[src/hw/rtl/srdg_pkg.sv]
// Shared types and constants for the stepper ramp delay generator.
package srdg_pkg;

  localparam int unsigned DataW    = 32;
  localparam int unsigned OutDlyW  = 24;
  localparam int unsigned DivSteps = DataW;
  localparam int unsigned DivCntW  = $clog2(DivSteps);

  // Request to the serial divider
  typedef struct packed {
    logic             start;
    logic [DataW-1:0] dividend;
    logic [DataW-1:0] divisor;
  } div_req_t;

  // Answer from the serial divider
  typedef struct packed {
    logic             done;
    logic [DataW-1:0] quotient;
  } div_rsp_t;

endpackage

[src/hw/rtl/srdg_div.sv]
// Radix-2 restoring divider, one quotient bit per cycle.
module srdg_div
  import srdg_pkg::*;
(
  input  logic     clk_i,
  input  logic     rst_ni,
  input  div_req_t req_i,
  output div_rsp_t rsp_o
);

  logic [DataW-1:0]   rem_q, rem_d;
  logic [DataW-1:0]   quo_q, quo_d;
  logic [DataW-1:0]   den_q;
  logic [DivCntW-1:0] cnt_q;
  logic               busy_q;
  logic               done_q;

  logic [DataW:0] shifted;
  logic [DataW:0] diff;

  // one trial subtraction per cycle
  always_comb begin
    shifted = {rem_q, quo_q[DataW-1]};
    diff    = shifted - {1'b0, den_q};
    if (!diff[DataW]) begin
      rem_d = diff[DataW-1:0];
      quo_d = {quo_q[DataW-2:0], 1'b1};
    end else begin
      rem_d = shifted[DataW-1:0];
      quo_d = {quo_q[DataW-2:0], 1'b0};
    end
  end

  // control
  always_ff @(posedge clk_i or negedge rst_ni) begin
    if (!rst_ni) begin
      busy_q <= 1'b0;
      done_q <= 1'b0;
      cnt_q  <= '0;
    end else begin
      done_q <= 1'b0;
      if (req_i.start) begin
        busy_q <= 1'b1;
        cnt_q  <= '0;
      end else if (busy_q) begin
        cnt_q <= cnt_q + 1'b1;
        if (cnt_q == DivCntW'(DivSteps - 1)) begin
          busy_q <= 1'b0;
          done_q <= 1'b1;
        end
      end
    end
  end

  // datapath
  always_ff @(posedge clk_i) begin
    if (req_i.start) begin
      rem_q <= '0;
      quo_q <= req_i.dividend;
      den_q <= req_i.divisor;
    end else if (busy_q) begin
      rem_q <= rem_d;
      quo_q <= quo_d;
    end
  end

  assign rsp_o.done     = done_q;
  assign rsp_o.quotient = quo_q;

endmodule

[src/hw/rtl/stepper_ramp_delay_generator.sv]
// Stepper ramp delay generator: sequencer, ramp state and result register.
//
// Channel  Dir  Handshake                  Word
// in       in   in_valid_i / in_ready_o    target_position_i, cruise_delay_i
// out      out  out_valid_o / out_ready_i  step_delay_o, steps_done_o,
//                                          ramp_index_o, cruising_o
// cfg      in   cfg_valid_i / cfg_ready_o  cfg_first_delay_i
//
// A ramp step (speed up or slow down) passes from accept through the evaluate
// state, the serial divider and the update, then loads the result register.
// Stop, first step, hold and cruise words skip the divider. The input is taken
// only while the sequencer is idle, which it reenters as the result register
// loads; a result waiting on out_ready_i does not block the next accept, and a
// finished word waits in the post stage until the result register frees.
// Reset is asynchronous, active low, and clears all ramp state.
module stepper_ramp_delay_generator
  import srdg_pkg::*;
(
  input  logic               clk_i,
  input  logic               rst_ni,
  input  logic               in_valid_i,
  output logic               in_ready_o,
  input  logic [DataW-1:0]   target_position_i,
  input  logic [DataW-1:0]   cruise_delay_i,
  output logic               out_valid_o,
  input  logic               out_ready_i,
  output logic [OutDlyW-1:0] step_delay_o,
  output logic [DataW-1:0]   steps_done_o,
  output logic [DataW-1:0]   ramp_index_o,
  output logic               cruising_o,
  input  logic               cfg_valid_i,
  output logic               cfg_ready_o,
  input  logic [DataW-1:0]   cfg_first_delay_i
);

  localparam logic [1:0] StIdle = 2'd0;
  localparam logic [1:0] StEval = 2'd1;
  localparam logic [1:0] StDiv  = 2'd2;
  localparam logic [1:0] StPost = 2'd3;

  localparam logic [1:0] RampFast  = 2'd0;
  localparam logic [1:0] RampSlow  = 2'd1;
  localparam logic [1:0] RampBrake = 2'd2;

  logic [1:0]       state_q, state_d;
  logic [1:0]       mode_q, mode_d;
  logic [DataW-1:0] first_dly_q;
  logic [DataW-1:0] tgt_q, cruise_q;
  logic [DataW-1:0] cnt_q, cnt_d;
  logic [DataW-1:0] ramp_q, ramp_d;
  logic [DataW-1:0] cur_q, cur_d;
  logic [DataW-1:0] slew_q, slew_d;
  logic [DataW-1:0] dly_q, dly_d;

  logic               out_valid_q;
  logic [OutDlyW-1:0] out_dly_q;
  logic [DataW-1:0]   out_cnt_q, out_ramp_q;
  logic               out_cruise_q;

  div_req_t         div_req;
  div_rsp_t         div_rsp;
  logic [DataW-1:0] slew_kept, est, q_div, cur_new, start_dly;
  logic             in_fire, out_free, stop_req;

  assign in_fire  = in_valid_i && in_ready_o;
  assign out_free = !out_valid_q || out_ready_i;

  srdg_div u_div (
    .clk_i,
    .rst_ni,
    .req_i (div_req),
    .rsp_o (div_rsp)
  );

  // evaluate and update rules
  always_comb begin
    state_d = state_q;
    mode_d  = mode_q;
    cnt_d   = cnt_q;
    ramp_d  = ramp_q;
    cur_d   = cur_q;
    slew_d  = slew_q;
    dly_d   = dly_q;

    stop_req  = (cnt_q >= tgt_q) && (ramp_q <= DataW'(1));
    slew_kept = (slew_q != cruise_q) ? '0 : slew_q;
    est       = cnt_q + ramp_q;
    start_dly = (first_dly_q < cruise_q) ? cruise_q : first_dly_q;
    q_div     = '0;
    cur_new   = (mode_q == RampFast) ? cur_q - div_rsp.quotient
                                     : cur_q + div_rsp.quotient;
    div_req.start    = 1'b0;
    div_req.dividend = '0;
    div_req.divisor  = '0;

    unique case (state_q)
      StIdle: begin
        if (in_fire) state_d = StEval;
      end
      StEval: begin
        state_d = StPost;
        if (stop_req) begin
          ramp_d = '0;
          dly_d  = '0;
        end else begin
          slew_d = slew_kept;
          cnt_d  = cnt_q + 1'b1;
          dly_d  = (slew_kept != '0) ? slew_kept : cur_q;
          if (ramp_q == '0) begin
            cur_d  = start_dly;
            ramp_d = DataW'(1);
            dly_d  = start_dly;
          end else if (est == tgt_q) begin
            // hold current delay
          end else if (est > tgt_q) begin
            mode_d  = RampBrake;
            state_d = StDiv;
          end else if (slew_kept == '0 && cur_q < cruise_q) begin
            mode_d  = RampSlow;
            state_d = StDiv;
          end else if (slew_kept == '0 && cur_q > cruise_q) begin
            mode_d  = RampFast;
            state_d = StDiv;
          end
          if (state_d == StDiv) begin
            if (mode_d != RampFast) ramp_d = ramp_q - 1'b1;
            // 4n+1 when speeding up, 4(n-1)-1 when slowing down
            q_div = (mode_d == RampFast) ? {ramp_q[DataW-3:0], 2'b01}
                                         : {ramp_q[DataW-3:0], 2'b00} - DataW'(5);
            div_req.start    = 1'b1;
            div_req.divisor  = q_div;
            div_req.dividend = {cur_q[DataW-2:0], 1'b0} + {1'b0, q_div[DataW-1:1]};
          end
        end
      end
      StDiv: begin
        if (div_rsp.done) begin
          state_d = StPost;
          cur_d   = cur_new;
          case (mode_q)
            RampFast: begin
              ramp_d = ramp_q + 1'b1;
              if (cur_new <= cruise_q) slew_d = cruise_q;
            end
            RampSlow: begin
              if (cur_new >= cruise_q) slew_d = cruise_q;
            end
            default: slew_d = '0;
          endcase
          dly_d = (slew_d != '0) ? slew_d : cur_new;
        end
      end
      StPost: begin
        if (out_free) state_d = StIdle;
      end
      default: state_d = StIdle;
    endcase
  end

  // control and ramp state
  always_ff @(posedge clk_i or negedge rst_ni) begin
    if (!rst_ni) begin
      state_q     <= StIdle;
      mode_q      <= RampFast;
      first_dly_q <= '0;
      cnt_q       <= '0;
      ramp_q      <= '0;
      cur_q       <= '0;
      slew_q      <= '0;
      out_valid_q <= 1'b0;
    end else begin
      state_q <= state_d;
      mode_q  <= mode_d;
      cnt_q   <= cnt_d;
      ramp_q  <= ramp_d;
      cur_q   <= cur_d;
      slew_q  <= slew_d;
      if (cfg_valid_i) first_dly_q <= cfg_first_delay_i;
      if (state_q == StPost && out_free) begin
        out_valid_q <= 1'b1;
      end else if (out_ready_i) begin
        out_valid_q <= 1'b0;
      end
    end
  end

  // request word and result word
  always_ff @(posedge clk_i) begin
    dly_q <= dly_d;
    if (in_fire) begin
      tgt_q    <= target_position_i;
      cruise_q <= cruise_delay_i;
    end
    if (state_q == StPost && out_free) begin
      out_dly_q    <= dly_q[DataW-1:DataW-OutDlyW];
      out_cnt_q    <= cnt_q;
      out_ramp_q   <= ramp_q;
      out_cruise_q <= (slew_q != '0);
    end
  end

  assign in_ready_o   = (state_q == StIdle);
  assign cfg_ready_o  = 1'b1;
  assign out_valid_o  = out_valid_q;
  assign step_delay_o = out_dly_q;
  assign steps_done_o = out_cnt_q;
  assign ramp_index_o = out_ramp_q;
  assign cruising_o   = out_cruise_q;

endmodule

[config.mk]
export PLATFORM = sky130hd
export DESIGN_NAME = stepper_ramp_delay_generator
export DESIGN_NICKNAME = d
export VERILOG_FILES = /design/src/hw/rtl/srdg_pkg.sv /design/src/hw/rtl/srdg_div.sv /design/src/hw/rtl/stepper_ramp_delay_generator.sv
export SDC_FILE = /design/constraint.sdc
export NUM_CORES = 1
export LEC_CHECK = 0
export ABC_CLOCK_PERIOD_IN_PS = 13550
export BUFFER_PORTS_ARGS = -buffer_cell sky130_fd_sc_hd__buf_4
export CAP_MARGIN = 20
export CORE_ASPECT_RATIO = 1.2
export CORE_MARGIN = 4
export CORE_UTILIZATION = 44
export DETAILED_ROUTE_END_ITERATION = 10
export PLACE_DENSITY = 0.67
export REMOVE_ABC_BUFFERS = 1
export SYNTH_ARGS = -nofsm -noshare
export SYNTH_HDL_FRONTEND = slang
export SYNTH_SLANG_ARGS = --single-unit
export TNS_END_PERCENT = 30
[constraint.sdc]
create_clock -name clk_i -period 13.55 [get_ports clk_i]
set_input_delay 0.6775 -clock clk_i [delete_from_list [all_inputs] [get_ports clk_i]]
set_output_delay 0.6775 -clock clk_i [all_outputs]
set_load 0.03 [all_outputs]
==> results of run 1 <==
-- area by class of cell --
| class | count | area [um^2] |
|---|---|---|
| well taps | 909 | 1140 |
| clock inverters | 27 | 300 |
| multi-input cells | 2392 | 17400 |
| inverters | 171 | 642 |
| repair buffers | 218 | 1640 |
| fillers | 6263 | 34100 |
| clock buffers | 65 | 1340 |
| flip-flops and latches | 445 | 12200 |
-- layer usage --
layer	GRT usage	wire length, um	vias up
met5	0	7	-
met4	0.105	4520	2
met3	0.0428	6340	257
met2	0.395	42800	964
met1	0.302	37400	11997
li1	-	-	11914
-- cell families (layout without fill, tap and decap cells) --
group | count (synthesis) | after routing | synth area share
xor+xnor | 235 | 235 | 0.0672
compound gates | 867 | 867 | 0.184
simple gates | 848 | 848 | 0.141
fa+ha+maj | 307 | 307 | 0.126
flops | 445 | 445 | 0.398
other cells | 1 | 1 | 0.000122
mux | 134 | 134 | 0.0463
buf+inv | 295 | 481 | 0.0375
-- critical path, delay by kind of cell, from the launching register on --
kind                       cells  cell delay [ns]
xor gates and xnor gates       3             0.61
and+or+nand+nor                8             2.75
AOI/OAI and AO/OA             19             5.18
DFF                            1             0.79
adders and majority gates      3             0.96
-- metrics by stage --
step / instance area (um^2) / util
global placement: 33000 / 0.480
finish: 34600 / 0.504
CTS: 34600 / 0.504
detailed placement: 33000 / 0.480
global route: 34600 / 0.504
floorplan: 30100 / -
-- cell usage in the layout (no fill, tap or decap), types with 35 or more instances in the layout --
cell / netlist / routed
ha_1: 303 / 302
nand2_1: 252 / 251
a21oi_1: 242 / 241
edfxtp_1: 241 / 241
buf_4: 5 / 217
o21ai_0: 191 / 190
dfrtp_1: 172 / 171
inv_1: 170 / 169
nor2_1: 167 / 167
xnor2_1: 155 / 155
a21o_1: 116 / 116
xor2_1: 80 / 79
mux2i_1: 73 / 73
nand3_1: 63 / 63
nand4_1: 63 / 63
mux2_2: 61 / 61
nor3_1: 59 / 59
clkbuf_16: 0 / 50
nor4_1: 43 / 43
and2_1: 43 / 41
o21a_1: 36 / 35
-- final timing paths --
check                      slack [ns]                to  cells past startpoint          startpoint
setup / recovery                 2.95   u_div.quo_q[30]                     33           ramp_q[1]
hold / removal                   0.12         cnt_q[30]                      1              rst_ni
setup reg to reg                 2.95   u_div.quo_q[30]                     33           ramp_q[1]
hold reg to reg                  0.41  step_delay_o[15]                      0           dly_q[23]
max in group asynchronous       11.52         cur_q[10]                      3              rst_ni
min in group clk_i               0.23      cruise_q[14]                      1  cruise_delay_i[14]
==> results.cfg, run 1 <==
[outcome]
status = completed

[route]
vias = 25134
drt-total-wl_mm = 91.1
first_pass_iters = 6
drtIter0Drc = 2167
via_per_inst = 5.95
wl_per_cell_um = 21.5
ant_nets = 0
drc = 0

[clock_tree]
clk_path_buf_depth = 3
ctsHoldBuffers = 0
cts_tree = yes
clk_latency_ns = 0.62
cts_setup_buffers = 0
clkSlewWorstSetupHoldPaths_ns = 0.06
ctsRootBufferMaster = clkbuf_16
cts_resized = 0
htreeDepth = 2
cts_inserted_buffers = 49
cts.sinks = 445

[worst_setup_path]
cp-end-kind = register
cp.arrival_ns = 10.90
max_stage_delay_ns = 1.03
cp.required_ns = 13.85
crit_fanout = 12
slowest_stage = nor4_1
crit_top_cell = a21oi_1
crit_path_start_kind = register
crit_type = register to register

[yosys]
synth_edf_count = 241
synth.top_cell.area_share = 0.236
ys_types = 91
synth_seq_cells = 445
avgSynthCellArea_um2 = 9.78
synth_common_cells = 303 x ha_1, 252 x nand2_1, 242 x a21oi_1
yosys_warnings = 0
synth_area_um2 = 30600
yosysMostFrequentCell = ha_1
syn_inst = 3132
async_flop_share = 0.387
yosys.area.top_type = edfxtp_1
synth_area_leaders = edfxtp_1 24%, dfrtp_1 14%, ha_1 12%, xnor2_1 4.4%, a21oi_1 4.0%
synth_flop_cell = edfxtp_1
ys_seq_area_frac = 0.398

[sta]
min_period_ns = 10.60
worstMarginPinSlew_ns = 1.21
rsz0062_at_grt = false
post-route-period-util = 0.782
hold_ws_ns = 0.117
setup_viol = 0
drv_slew = 0
final.setup_skew_ns = 0.0460
maxSlewHeadroom = 0.189
fin_ws_ns = 2.95
max_freq_mhz = 94.4
hold_viol = 0
tns_ns = 0

[finish]
fin_nets = 3685
finalNonFillerCells = 4227
antenna_cells = 0
syn2layout_area_growth_pct = 13.0
drive_above_1_share = 0.127

[global_routing]
grt_pass1_wl_mm = 141
track_usage = 0.237
first_global_vias = 24551
antenna_found_initial = 1
grt_max_degree = 86
gr-total-overflow = 0

[placed_design]
detailed_place_hpwl_mm = 67.1
place_congestion = 0.960
place_inst = 4135
numPortBuffers = 191
pre_cts_ws_ns = 3.14

[floorplanning]
die_x_um = 249
die_y_um = 297
rows = 105
die_area_um2 = 73900
core_area_um2 = 68700
io_pins = 193
start_util = 0.446

[job]
max_cap_viol_count = 0

[hold_path]
hold_path.class = input port to async pin
Power of run 1 is not shown: default switching activity piles up to over one toggle a cycle in this logic, so the estimate is an artifact.
==> inputs of run 2 (changes only) <==
--- a/config.mk
+++ b/config.mk
@@ -5,7 +5,7 @@
 export SDC_FILE = /design/constraint.sdc
 export NUM_CORES = 1
 export LEC_CHECK = 0
-export ABC_CLOCK_PERIOD_IN_PS = 13550
+export ABC_CLOCK_PERIOD_IN_PS = 10400
 export BUFFER_PORTS_ARGS = -buffer_cell sky130_fd_sc_hd__buf_4
 export CAP_MARGIN = 20
 export CORE_ASPECT_RATIO = 1.2
==> constraint.sdc (replaced) <==
create_clock -name clk_i -period 10.4 [get_ports clk_i]
set_input_delay 0.52 -clock clk_i [delete_from_list [all_inputs] [get_ports clk_i]]
set_output_delay 0.52 -clock clk_i [all_outputs]
set_load 0.03 [all_outputs]
==> results.cfg, run 2 (synthesized netlist as in run 1, its figures left out) <==
[sta]
post-route-period-util = 0.931
drv_slew = 0
hold_viol = 0
min_period_ns = 9.68
rsz0062_at_grt = false
final.setup_skew_ns = 0.0512
worstMarginPinSlew_ns = 1.01
setup_viol = 0
tns_ns = 0
maxSlewHeadroom = 0.320
max_freq_mhz = 103

[finish]
final_area_um2 = 34900
antenna_cells = 0
syn2layout_area_growth_pct = 14.0
drive_above_1_share = 0.134
layout_common_cells = 302 x ha_1, 251 x nand2_1, 241 x a21oi_1, 241 x edfxtp_1, 233 x buf_4
fin_nets = 3705
layout_commonest_cell = ha_1

[worst_setup_path]
cp-end-kind = register
max_stage_delay_ns = 0.79
slowest_stage = o311ai_0
crit_path_start_kind = register
crit_fanout = 11
crit_top_cell = a21oi_1
cp.arrival_ns = 9.98
crit_type = register to register
cp.required_ns = 10.70

[route]
drt-total-wl_mm = 90.6
drc = 0
vias = 25173
via_per_inst = 5.93
first_pass_iters = 6
wl_per_cell_um = 21.3
drtIter0Drc = 2077
ant_nets = 0

[clock_tree]
clk_path_buf_depth = 3
cts_tree = yes
ctsRootBufferMaster = clkbuf_16
cts_inserted_buffers = 50
clk_latency_ns = 0.62
cts.sinks = 445
clkSlewWorstSetupHoldPaths_ns = 0.06
htreeDepth = 2

[global_routing]
gr-total-overflow = 0
track_usage = 0.237
grt_pass1_wl_mm = 141
first_global_vias = 24650
antenna_found_initial = 1
grt_max_degree = 87

[placed_design]
place_congestion = 0.949
placed_area_um2 = 33100
detailed_place_hpwl_mm = 67.3
numPortBuffers = 191

[floorplanning]
rows = 105
core_area_um2 = 68700
io_pins = 193
start_util = 0.446
die_area_um2 = 73900
die_y_um = 297
die_x_um = 249

[outcome]
status = completed

[hold_path]
hold_path.class = input port to register

[job]
max_cap_viol_count = 0
[run 2: cell types whose count changed in the layout (fill, tap and decap cells not counted), moves of 2 or more]
cell | before | now
buf_16 | 0 | 2
buf_4 | 217 | 233
bufinv_16 | 5 | 7
clkbuf_1 | 12 | 6
clkinv_2 | 12 | 10
clkinv_4 | 1 | 5
inv_8 | 0 | 2
[run 2: critical path: cells and delay by family, from the launching register on]
kind            cells  cell delay (ns)
simple gates        5             1.27
fa+ha+maj           3             0.88
compound gates     21             6.26
flops               1             0.46
xor+xnor            3             0.52
[run 2: final cells by class]
| class | instances | area [um^2] |
|---|---|---|
| Sequential cell | 445 | 12200 |
| Clock inverter | 33 | 407 |
| Multi-Input combinational cell | 2392 | 17400 |
| Timing Repair Buffer | 237 | 1830 |
| Clock buffer | 60 | 1330 |
| Fill cell | 6284 | 33800 |
| Tap cell | 909 | 1140 |
| Inverter | 171 | 642 |
[run 2: path summary, 6_finish.rpt]
| kind | end | depth (start not counted) | slack, ns | startpoint |
|---|---|---|---|---|
| max | u_div.quo_q[30] | 32 | 0.72 | cnt_q[1] |
| max reg2reg | u_div.quo_q[30] | 32 | 0.72 | cnt_q[1] |
| max in group asynchronous | cur_q[29] | 4 | 8.85 | rst_ni |
| min reg2reg | step_delay_o[17] | 0 | 0.42 | dly_q[25] |
| min in group asynchronous | cnt_q[24] | 2 | 0.42 | rst_ni |
| min | tgt_q[5] | 1 | 0.07 | target_position_i[5] |
[run 2: metal layers]
layer | track usage | vias up | share of wire
met4 | 0.0926 | 0 | 0.043
met2 | 0.407 | 948 | 0.48
met3 | 0.0382 | 211 | 0.068
met1 | 0.301 | 12058 | 0.41
li1 | - | 11956 | -
met5 | 0 | - | 0
[run 2: stage by stage]
step,cells,util,hold WS [ns],worst slack [ns]
finish,4247,0.508,0.0739,0.717
global route,4247,0.508,0.0516,0.215
CTS,4245,0.507,0.0467,0.589
detailed placement,4151,0.482,0.405,0.659
global placement,4151,0.482,0.403,0.750
floorplan,3008,-,0.224,2.20
[run 2: timing repair]
item / 4_1_cts / 5_1_grt
buffers inserted: 0 / 0
gates resized for setup: 0 / 1
hold buffers: 1 / 0
endpoints found under the setup margin: 0 / 1
endpoints found under the hold margin: 57 / 0
Power of run 2 is left out for the same reason.
==> inputs of run 3 (changes only) <==
--- a/config.mk
+++ b/config.mk
@@ -5,7 +5,7 @@
 export SDC_FILE = /design/constraint.sdc
 export NUM_CORES = 1
 export LEC_CHECK = 0
-export ABC_CLOCK_PERIOD_IN_PS = 10400
+export ABC_CLOCK_PERIOD_IN_PS = 11180
 export BUFFER_PORTS_ARGS = -buffer_cell sky130_fd_sc_hd__buf_4
 export CAP_MARGIN = 20
 export CORE_ASPECT_RATIO = 1.2
==> constraint.sdc (replaced) <==
create_clock -name clk_i -period 11.18 [get_ports clk_i]
set_input_delay 0.559 -clock clk_i [delete_from_list [all_inputs] [get_ports clk_i]]
set_output_delay 0.559 -clock clk_i [all_outputs]
set_load 0.03 [all_outputs]
==> results.cfg, run 3 (synthesized netlist as in run 1, its figures left out) <==
[outcome]
status = completed

[job]
max_cap_viol_count = 0

[route]
drtIter0Drc = 2052
wl_per_cell_um = 21.7
drc = 0
first_pass_iters = 5
ant_nets = 0
drt-total-wl_mm = 91.7
via_per_inst = 5.93
vias = 25128

[global_routing]
track_usage = 0.240
gr-total-overflow = 0
grt_max_degree = 87
grt_pass1_wl_mm = 142
first_global_vias = 24758
antenna_found_initial = 2

[sta]
hold_viol = 0
tns_ns = 0
rsz0062_at_grt = false
final.setup_skew_ns = 0.0334
maxSlewHeadroom = 0.264
setup_viol = 0
min_period_ns = 10.04
post-route-period-util = 0.898
max_freq_mhz = 99.6
drv_slew = 0
worstMarginPinSlew_ns = 1.10

[finish]
antenna_cells = 0
layout_commonest_cell = ha_1
syn2layout_area_growth_pct = 13.5
fillCellCount = 6266
fin_nets = 3692
layout_common_cells = 302 x ha_1, 251 x nand2_1, 241 x a21oi_1, 241 x edfxtp_1, 222 x buf_4
drive_above_1_share = 0.130

[clock_tree]
cts_inserted_buffers = 49
cts_tree = yes
cts.sinks = 445
clk_path_buf_depth = 3
clk_latency_ns = 0.62
cts_resized = 0
htreeDepth = 2
ctsRootBufferMaster = clkbuf_16
ctsHoldBuffers = 0
cts_setup_buffers = 0
clkSlewWorstSetupHoldPaths_ns = 0.06

[floorplanning]
rows = 105
core_area_um2 = 68700
start_util = 0.446
die_y_um = 297
die_x_um = 249
io_pins = 193
die_area_um2 = 73900

[worst_setup_path]
crit_type = register to register
crit_path_start_kind = register
max_stage_delay_ns = 0.86
slowest_stage = o32ai_2
cp.required_ns = 11.49
cp-end-kind = register
crit_fanout = 12
crit_top_cell = a21oi_1
cp.arrival_ns = 10.35

[placed_design]
numPortBuffers = 191
detailed_place_hpwl_mm = 67.7
place_congestion = 0.960

[hold_path]
hold_path.class = input port to async pin
run 3: cell types whose count changed in the layout (fill, tap and decap cells not counted), sizes merged:
cell | before | now
buf | 235 | 223
bufinv | 7 | 8
clkinv | 20 | 18
dlygate4sd3 | 1 | 0
inv | 173 | 174
run 3: cell type report:
type                            count  area (um^2)  share of cell area
Clock buffer                       59         1290              0.0372
Multi-Input combinational cell   2392        17400               0.500
Sequential cell                   445        12200               0.350
Inverter                          171          642              0.0185
Tap cell                          909         1140              0.0327
Clock inverter                     33          408              0.0117
Timing Repair Buffer              225         1710              0.0493
run 3: final timing paths:
check	from	to	cells after the start	slack, ns
setup / recovery	ramp_q[1]	u_div.quo_q[30]	34	1.14
hold / removal	rst_ni	cnt_q[23]	1	0.02
setup reg to reg	ramp_q[1]	u_div.quo_q[30]	34	1.14
hold reg to reg	dly_q[12]	step_delay_o[4]	0	0.41
max in group asynchronous	rst_ni	mode_q[1]	3	9.26
min in group clk_i	cruise_delay_i[16]	cruise_q[16]	1	0.11
run 3: per-stage QoR:
step | cells | util | hold WS [ns] | worst slack, ns | area, um^2
floorplan | 3008 | - | 0.263 | 2.98 | 30100
global placement | 4140 | 0.481 | 0.403 | 1.50 | 33000
detailed placement | 4140 | 0.481 | 0.405 | 1.35 | 33000
CTS | 4232 | 0.505 | 0.0570 | 1.29 | 34700
global route | 4234 | 0.506 | 0.0765 | 0.639 | 34800
finish | 4234 | 0.506 | 0.0217 | 1.14 | 34800
run 3: critical path, delay by kind of cell, from the launching register on:
kind,cells,cell delay [ns]
adder cells (fa/ha/maj),3,0.87
AO/OA/AOI/OAI,21,6.48
flip-flops,1,0.36
AND/OR/NAND/NOR,6,1.34
XOR/XNOR,2,0.30
buffers and inverters,2,0.40
run 3: routing by layer:
layer,track usage,vias to the layer above,share of wire
li1,-,11900,-
met1,0.306,12025,0.41
met2,0.399,958,0.47
met3,0.0401,241,0.065
met4,0.111,4,0.051
met5,0,-,0.00034
Power of run 3 is left out for the same reason.
